File: src/tfc_pkg.sv
// shared types, constants and crc helper for the tagged frame checker
package tfc_pkg;

  localparam int unsigned POS_W = 17;
  localparam logic [POS_W-1:0] POS_MAX = {POS_W{1'b1}};
  localparam logic [15:0] CRC_INIT = 16'hFFFF;
  localparam logic [15:0] CRC_POLY = 16'hA001;
  localparam logic [POS_W-1:0] HDR_BYTES = 17'd6;
  localparam logic [POS_W-1:0] LAST_MIN_POS = 17'd7;

  localparam logic [2:0] ST_OK        = 3'd0;
  localparam logic [2:0] ST_TOO_SHORT = 3'd1;
  localparam logic [2:0] ST_BAD_TAG   = 3'd2;
  localparam logic [2:0] ST_LEN_ERR   = 3'd3;
  localparam logic [2:0] ST_CRC_ERR   = 3'd4;

  localparam logic KIND_PAYLOAD = 1'b0;
  localparam logic KIND_STATUS  = 1'b1;

  typedef struct packed {
    logic       result_kind;
    logic [7:0] payload_byte;
    logic [2:0] frame_status;
  } result_t;

  // crc-16/modbus update by one byte, lsb first
  function automatic logic [15:0] crc_byte(input logic [15:0] crc, input logic [7:0] b);
    logic [15:0] c;
    c = crc ^ {8'h00, b};
    for (int i = 0; i < 8; i++) begin
      if (c[0]) begin
        c = (c >> 1) ^ CRC_POLY;
      end else begin
        c = c >> 1;
      end
    end
    return c;
  endfunction

endpackage

File: src/tfc_check.sv
// per-frame state and the byte-by-byte checks
module tfc_check (
  input  logic                clk,
  input  logic                rst_n,
  input  logic                step,
  input  logic [7:0]          byte_in,
  input  logic                frame_end,
  input  logic [31:0]         frame_tag,
  output logic                res_valid,
  output tfc_pkg::result_t    res
);

  logic [tfc_pkg::POS_W-1:0] pos_r, pos_nxt;
  logic                      tag_bad_r, tag_bad_nxt;
  logic [15:0]               len_r, len_nxt;
  logic [15:0]               crc_r, crc_nxt;
  logic [7:0]                held0_r, held0_nxt;
  logic [7:0]                held1_r, held1_nxt;

  logic [7:0]                want;
  logic [15:0]               crc_upd;
  logic [15:0]               rx_crc;
  logic [tfc_pkg::POS_W-1:0] pay_off;
  logic [tfc_pkg::POS_W-1:0] len_end;
  logic                      in_payload;

  assign want = frame_tag[{pos_r[1:0], 3'b000} +: 8];
  assign crc_upd = (pos_r >= 17'd2) ? tfc_pkg::crc_byte(crc_r, held1_r) : crc_r;
  assign rx_crc = {byte_in, held0_r};
  assign pay_off = pos_r - tfc_pkg::HDR_BYTES;
  // last byte sits at position 7 + length when the size is right
  assign len_end = tfc_pkg::LAST_MIN_POS + {1'b0, len_r};
  assign in_payload = (pos_r >= tfc_pkg::HDR_BYTES) && (pay_off < {1'b0, len_r});

  always_comb begin
    tag_bad_nxt = tag_bad_r;
    len_nxt     = len_r;
    if (pos_r < 17'd4) begin
      tag_bad_nxt = tag_bad_r | (want != byte_in);
    end else if (pos_r == 17'd4) begin
      len_nxt = {len_r[15:8], byte_in};
    end else if (pos_r == 17'd5) begin
      len_nxt = {byte_in, len_r[7:0]};
    end

    res_valid         = 1'b0;
    res.result_kind   = tfc_pkg::KIND_PAYLOAD;
    res.payload_byte  = 8'h00;
    res.frame_status  = tfc_pkg::ST_OK;

    if (frame_end) begin
      res_valid       = 1'b1;
      res.result_kind = tfc_pkg::KIND_STATUS;
      if (pos_r < tfc_pkg::LAST_MIN_POS) begin
        res.frame_status = tfc_pkg::ST_TOO_SHORT;
      end else if (tag_bad_nxt) begin
        res.frame_status = tfc_pkg::ST_BAD_TAG;
      end else if (pos_r != len_end) begin
        res.frame_status = tfc_pkg::ST_LEN_ERR;
      end else if (crc_upd != rx_crc) begin
        res.frame_status = tfc_pkg::ST_CRC_ERR;
      end
      pos_nxt     = '0;
      tag_bad_nxt = 1'b0;
      len_nxt     = '0;
      crc_nxt     = tfc_pkg::CRC_INIT;
      held0_nxt   = 8'h00;
      held1_nxt   = 8'h00;
    end else begin
      if (in_payload) begin
        res_valid        = 1'b1;
        res.payload_byte = byte_in;
      end
      pos_nxt   = (pos_r == tfc_pkg::POS_MAX) ? pos_r : pos_r + 17'd1;
      crc_nxt   = crc_upd;
      held0_nxt = byte_in;
      held1_nxt = held0_r;
    end
  end

  always_ff @(posedge clk) begin
    if (!rst_n) begin
      pos_r     <= '0;
      tag_bad_r <= 1'b0;
      len_r     <= '0;
      crc_r     <= tfc_pkg::CRC_INIT;
      held0_r   <= 8'h00;
      held1_r   <= 8'h00;
    end else if (step) begin
      pos_r     <= pos_nxt;
      tag_bad_r <= tag_bad_nxt;
      len_r     <= len_nxt;
      crc_r     <= crc_nxt;
      held0_r   <= held0_nxt;
      held1_r   <= held1_nxt;
    end
  end

endmodule

File: src/tfc_out_reg.sv
// result register in front of the output channel
module tfc_out_reg (
  input  logic             clk,
  input  logic             rst_n,
  input  logic             load,
  input  tfc_pkg::result_t load_data,
  input  logic             out_ready,
  output logic             out_valid,
  output logic             can_load,
  output tfc_pkg::result_t data
);

  logic             vld_r, vld_nxt;
  tfc_pkg::result_t data_r;

  assign can_load  = !vld_r || out_ready;
  assign out_valid = vld_r;
  assign data      = data_r;

  always_comb begin
    vld_nxt = vld_r;
    if (load) begin
      vld_nxt = 1'b1;
    end else if (out_ready) begin
      vld_nxt = 1'b0;
    end
  end

  always_ff @(posedge clk) begin
    if (!rst_n) begin
      vld_r <= 1'b0;
    end else begin
      vld_r <= vld_nxt;
    end
  end

  always_ff @(posedge clk) begin
    if (load) begin
      data_r <= load_data;
    end
  end

endmodule

File: src/tagged_frame_checker_crc16_unit.sv
// top level: input register, frame checker and result register
//
// Frame bytes enter on the in_ channel (valid/ready), one beat per byte, with
// in_frame_end set on the last byte of each frame. A frame is a 4-byte tag,
// a 2-byte length, the payload and a CRC-16/MODBUS, all little-endian.
// Each payload byte leaves as one out_ beat with out_result_kind low; the
// last byte of a frame yields one status beat with out_result_kind high.
// Header bytes give no beat, nor do crc bytes when the length field is right.
// The expected tag is loaded through cfg_we / cfg_frame_tag, which the user
// must do only while no frame bytes are in flight; the block does not enforce
// it. An input beat passes the input register, then the result register,
// with the crc step, tag compare and status decision between them. One byte
// is taken every cycle while out_ready is high. A stall on out_ready with a
// result held keeps it; in_ready drops once the input register holds a byte,
// until the result moves. Reset (rst_n low, synchronous) empties both
// registers, clears the frame state and sets the tag to zero.
module tagged_frame_checker_crc16_unit (
  input  logic        clk,
  input  logic        rst_n,
  input  logic        in_valid,
  output logic        in_ready,
  input  logic [7:0]  in_byte_in,
  input  logic        in_frame_end,
  output logic        out_valid,
  input  logic        out_ready,
  output logic        out_result_kind,
  output logic [7:0]  out_payload_byte,
  output logic [2:0]  out_frame_status,
  input  logic        cfg_we,
  input  logic [31:0] cfg_frame_tag
);

  logic             in_vld_r;
  logic [7:0]       in_byte_r;
  logic             in_end_r;
  logic [31:0]      tag_r;
  logic             advance;
  logic             can_load;
  logic             res_valid;
  tfc_pkg::result_t res;
  tfc_pkg::result_t out_data;

  // the held byte is processed when the result register can take its beat
  assign advance  = in_vld_r && can_load;
  assign in_ready = !in_vld_r || advance;

  always_ff @(posedge clk) begin
    if (!rst_n) begin
      in_vld_r <= 1'b0;
      tag_r    <= '0;
    end else begin
      if (in_ready) begin
        in_vld_r <= in_valid;
      end
      if (cfg_we) begin
        tag_r <= cfg_frame_tag;
      end
    end
  end

  always_ff @(posedge clk) begin
    if (in_valid && in_ready) begin
      in_byte_r <= in_byte_in;
      in_end_r  <= in_frame_end;
    end
  end

  tfc_check u_check (
    .clk       (clk),
    .rst_n     (rst_n),
    .step      (advance),
    .byte_in   (in_byte_r),
    .frame_end (in_end_r),
    .frame_tag (tag_r),
    .res_valid (res_valid),
    .res       (res)
  );

  tfc_out_reg u_out (
    .clk       (clk),
    .rst_n     (rst_n),
    .load      (advance && res_valid),
    .load_data (res),
    .out_ready (out_ready),
    .out_valid (out_valid),
    .can_load  (can_load),
    .data      (out_data)
  );

  assign out_result_kind  = out_data.result_kind;
  assign out_payload_byte = out_data.payload_byte;
  assign out_frame_status = out_data.frame_status;

endmodule

File: config.mk
export PLATFORM = sky130hd
export DESIGN_NAME = tagged_frame_checker_crc16_unit
export DESIGN_NICKNAME = d
export VERILOG_FILES = /design/src/tfc_pkg.sv /design/src/tfc_check.sv /design/src/tfc_out_reg.sv /design/src/tagged_frame_checker_crc16_unit.sv
export SDC_FILE = /design/constraint.sdc
export NUM_CORES = 1
export LEC_CHECK = 0
export ABC_AREA = 0
export BUFFER_PORTS_ARGS = -buffer_cell sky130_fd_sc_hd__buf_2
export CAP_MARGIN = 20
export CORE_MARGIN = 2
export CORE_UTILIZATION = 45
export DETAILED_ROUTE_END_ITERATION = 7
export GPL_TIMING_DRIVEN = 0
export HOLD_SLACK_MARGIN = 0.03
export PLACE_DENSITY_LB_ADDON = 0.25
export SYNTH_ARGS = -nofsm -noshare
export SYNTH_HDL_FRONTEND = slang
export SYNTH_SLANG_ARGS = --single-unit
File: constraint.sdc
create_clock -name clk -period 8.4 [get_ports clk]
set_input_delay 0 -clock clk [delete_from_list [all_inputs] [get_ports clk]]
set_output_delay 0 -clock clk [all_outputs]
set_load 0.05 [all_outputs]
After elaboration in Yosys (flattened, before gate mapping). Index checks and enable logic that the tools add are counted. W data, S select, Z words.

Output and inout port bits: 14. Register bits: 121. Word-level logic and storage cells: 93.

$add $sub $neg: 3. Shift operators: 1. Equality and inequality tests: 9. Magnitude comparators: 5. Bitwise logic cells: 12. Reduce and logical (&&, ||, !) cells: 17. Muxes and demuxes: 29.

Operators with widths (number): $mux W16 (14); $eq A17 B3 Y1 const B (2); $lt A17 B3 Y1 const B (2); $mux W17 (2); $shiftx A32 B6 Y8 (1); $not A2 Y3 (8); $add A17 B1 Y17 const B (1); $add A3 B16 Y17 const A (1); $eq A17 B17 Y1 const B (1); $ge A17 B2 Y1 const B (1); $ge A17 B3 Y1 const B (1); $lt A17 B16 Y1 (1); $ne A17 B17 Y1 (1); $sub A17 B3 Y17 const B (1); $mux W8 (2); $ne A16 B16 Y1 (1); $xor A16 B8 Y16 (1); $mux W1 (8); $ne A8 B8 Y1 (1); $ne A2 B2 Y1 const B (3); $reduce_bool A2 Y1 (3); $logic_and A1 B1 Y1 (4); $mux W2 (2); $reduce_and A4 Y1 (1); 9 further kinds (13).

Depth between registers and ports, before layout.
Depth in word-level cells: 23. Gate-level depth with buffers: 13. Mapped depth without buffers: 11.

Hierarchy. From an unflattened synthesis, not the netlist that was laid out.

Cells, all modules: 776. Area total of the unflattened synthesis: 7377.1 um^2.

By module, submodules not included: tfc_check (times used 1, cells each 641, area each 5397.7 um^2); tagged_frame_checker_crc16_unit (times used 1, cells each 119, area each 1570.3 um^2); tfc_out_reg (times used 1, cells each 16, area each 409.1 um^2).

Worst setup path before layout. OpenSTA, ideal clock, no wires.

Path type: reg2reg. Start: register u_check.pos_r[5] (netlist name). End: register u_out.data_r, in the netlist u_out.data[0] (enable). Setup slack: 5.059 ns. Setup time: 0.326 ns. Required time: 8.074 ns. Stages on the path, launching flop included: 12. Arrival: 3.015 ns. Buffers on the path: 1. Cell sequence: dfxtp_1 -> buf_6 -> or4_4 -> or3_1 -> or3_1 -> xnor2_1 -> ha_1 -> and4_1 -> nand2_1 -> a31oi_1 -> a21oi_1 -> a31o_2.

Cells in the longest elaborated chain, start to end: 6. Elaborated cells between the ends (all ways): 7.

Ends and longest elaborated chain: start: declaration (RTL line tfc_check.sv:13) `logic [tfc_pkg::POS_W-1:0] pos_r, pos_nxt;`; start signal: assignment (RTL line tfc_check.sv:90) `pos_r <= pos_nxt;`; $sub A17 B3 Y17 (RTL line tfc_check.sv:30) `assign pay_off = pos_r - tfc_pkg::HDR_BYTES;`; $lt A17 B16 Y1 (RTL line tfc_check.sv:33) `assign in_payload = (pos_r >= tfc_pkg::HDR_BYTES) && (pay_off < {1'b0, len_r});`; $logic_and A1 B1 Y1 * (RTL line tfc_check.sv:33); $mux W1 * (RTL line tfc_check.sv:70) `if (in_payload) begin`; $mux W1 * (RTL line tfc_check.sv:51) `if (frame_end) begin`; $logic_and A1 B1 Y1 * (RTL line tagged_frame_checker_crc16_unit.sv:82) `.load (advance && res_valid),`; via u_out.load (RTL line tfc_out_reg.sv:5) `input logic load,`; end signal: assignment (RTL line tfc_out_reg.sv:39) `data_r <= load_data;`; end: declaration (RTL line tfc_out_reg.sv:14) `tfc_pkg::result_t data_r;`.

The timed path passes the listed nets; every way through them passes the cells marked *. A chain may end at the register's enable or synchronous reset.

Worst setup path in the final report.
Start: register u_check.pos_r[1] (netlist name). End: register u_out.data_r, in the netlist u_out.data[10] (enable).

The elaborated chain is that of the path after synthesis.

==> impl_metrics.ini <==
[status]
outcome = finished, final reports clean

[pwr]
seqPwrFrac_pct = 43.5
power.density_nw_per_um2 = 171
swShare_pct = 25.2
internal_power_mw = 1.07
pwr-share-comb_pct = 8.7
switching_power_mw = 0.360
vdd_ir_drop_max_uv = 141
clkPwrFrac_pct = 47.8
p_leak_nw = 3.40

[detailed_routing]
first_iter_violations = 358
postRouteAntennaNets = 0
vias = 5706
finalWirelength_mm = 17.8
wl_per_cell_um = 16.6
dr.pass1.iters = 7
drc_errors = 0
viasPerCell = 5.33

[final_layout]
layout_common_cells = 100 x dfxtp_1, 74 x nor2b_1, 70 x nand2_1
final_common_cell = dfxtp_1
drive_above_1_share_pct = 12.9
insertedDiodeCount = 0
area_delta_synth_final_pct = 22.5
final_nets = 940

[worst_setup_path]
startpoint = u_check.pos_r[1]$_SDFFE_PN0P_
cp.arrival_ns = 4.25
crit_end = u_out.data[10]$_SDFFCE_PP0P_
cp-start-kind = flop
reg2regPathDepth = 12
worstReg2RegStart = u_check.pos_r[1]$_SDFFE_PN0P_
timing.rr.end = u_out.data[10]$_SDFFCE_PP0P_
worstSetupPathType = reg -> reg
rrSetupSlack_ns = 4.25
critPathRequiredTime_ns = 8.50
endpoint_kind = flop
path_max_fanout = 12

[clock_tree]
clk_pin_slew_ns = 0.06
clock_latency_ns = 0.43
cts_tree = yes
cts_sinks = 121
htreeDepth = 4
cts_root_buf = clkbuf_16
clock_path_buffers = 2
cts_inserted_buffers = 17

[timing]
setup_tns_ns = 0
holdWs_ns = 0.132
period_needed_ns = 4.15
rsz0062_at_grt = false
maxSlewViolCount = 0
hold_violations = 0
slew_headroom_pct = 42.4
tightest_slew_ns = 0.863
timing.fmax_mhz = 241
skew_ns = 0.0100
finalCritPeriodShare_pct = 49.4
setup_viol = 0

[placement]
place.gp.congestion = 0.861
port_buffers = 57
dp.final_hpwl_mm = 12.6

[floorplan]
core_area_sq_um = 15000
io_pins = 60
die_height_um = 127
die-area_sq_um = 16200
std_cell_rows = 45
die_width_um = 127
initial_core_util_pct = 45.5

[logic_synthesis]
syn_nets = 818
yosysWarnings = 0
synth_top_area_share_pct = 29.3
syn_area_sq_um = 6830
syn-instance-count = 748
ys_seq_area_share_pct = 38.5
synth-edff-count = 21
synth.area.top_cells = dfxtp_1 29%, edfxtp_1 9.2%, nor2b_1 6.8%, mux2i_1 6.2%, xnor2_1 6.0%
ys_seq_elements = 121
syn_area_per_cell_sq_um = 9.14
synth_flop_cell = dfxtp_1
synth_top_area_cell = dfxtp_1
synth_cell_type_count = 58
ys_async_sr_fraction_pct = 0

[grt]
grt_max_degree = 17
first_global_vias = 5578
grt_pass1_wl_mm = 28.8
grt_use_total_pct = 22.8
overflow = 0
antenna_found_initial = 0

[flow_run]
drv_cap = 0

[hold_path]
hold_path.class = in -> reg
==> cells by family after synthesis <==
group	Yosys count	share of synthesized area, %
fa+ha+maj	24	4.39
flops	121	38.5
xor+xnor	88	11.3
simple gates	277	22.0
buf+inv	75	4.38
compound gates	113	10.6
mux	50	8.79
==> critical path: stages, from the launching register on <==
cell and delay [ns]:
dfxtp_1 0.50, buf_1 0.52, inv_1 0.23, ha_1 0.34, ha_1 0.27, o21a_1 0.10, o21ai_0 0.17, nand2b_1 0.09
a21oi_1 0.14, o21ai_0 0.10, a21o_1 0.20, a21oi_1 0.67, a31o_2 0.48
==> how the worst min path moves through the flow <==
| stage | end | depth (start not counted) | slack [ns] | start |
|---|---|---|---|---|
| after global placement | in_end_r$_DFFE_PP_ | 1 | 0.18 | in_frame_end |
| after detailed placement | in_byte_r[4]$_DFFE_PP_ | 1 | 0.18 | in_byte_in[4] |
| final | u_out.out_valid$_SDFFE_PN0P_ | 4 | 0.13 | out_ready |
| after floorplan | in_byte_r[0]$_DFFE_PP_ | 0 | 0.1 | in_byte_in[0] |
| after CTS | u_out.out_valid$_SDFFE_PN0P_ | 4 | 0.13 | out_ready |
| after global routing | u_out.out_valid$_SDFFE_PN0P_ | 4 | 0.17 | out_ready |
==> synth_stat cells, types with 10 or more instances <==
cell type / instances
clkbuf_1: 29
xnor2_1: 47
nand3_1: 15
edfxtp_1: 21
nor2b_1: 74
nor3_1: 14
ha_1: 24
xor2_1: 41
o21ai_0: 19
nor2_1: 31
inv_1: 29
and3_1: 18
nand2_1: 70
a21oi_1: 33
dfxtp_1: 100
mux2i_1: 42
nor3b_1: 10
o211ai_1: 11
==> routing by layer <==
layer	vias to the layer above	global-route usage [%]	part of all wire, %
met1	2684	29.8	47
met2	152	37.6	47
li1	2842	-	-
met3	28	4.44	4.8
met5	-	0	0
met4	0	8.21	1.9
==> power by group through the flow <==
stage / combinational (mW) / clock [mW] / sequential (mW)
global placement: 0.106 / 0 / 0.635
finish: 0.125 / 0.683 / 0.623
detailed placement: 0.106 / 0 / 0.635
global route: 0.135 / 0.719 / 0.625
floorplan: 0.0682 / 0 / 0.636
CTS: 0.123 / 0.692 / 0.623
==> timing repair <==
item / 4_1_cts / 5_1_grt
hold buffers: 45 / 0
setup buffers: 0 / 0
hold endpoints to repair: 42 / 0
gates resized for setup: 0 / 0
==> cell type report <==
cell class,count,area (sq um)
fill,1346,6660
multi-input combinational,552,3900
sequential,121,2630
timing repair buffer,103,741
clock buffer,20,468
tap,188,235
buffer,46,190
inverter,29,109
clock inverter,12,91.3
==> through the flow <==
stage | power (mW) | area (sq um) | setup slack [ns] | cells | utilization (%)
final | 1.43 | 8370 | 4.25 | 1071 | 55.7
after global routing | 1.48 | 8370 | 3.94 | 1071 | 55.7
after CTS | 1.44 | 8360 | 4.23 | 1070 | 55.6
after detailed placement | 0.741 | 7350 | 4.25 | 993 | 48.9
after global placement | 0.741 | 7350 | 4.26 | 993 | 48.9
after floorplan | 0.704 | 6830 | 5.06 | 748 | -
==> flip-flops by register name (all words and copies together), names as in the netlist <==
register           flops
u_check.crc_r         16
u_check.pos_r         17
in_vld_r               1
u_check.len_r         16
u_check.held0_r        8
u_check.tag_bad_r      1
u_out.data            12
in_byte_r              8
in_end_r               1
u_out.out_valid        1
tag_r                 32
u_check.held1_r        8
Power figures use the tool's default switching activity.
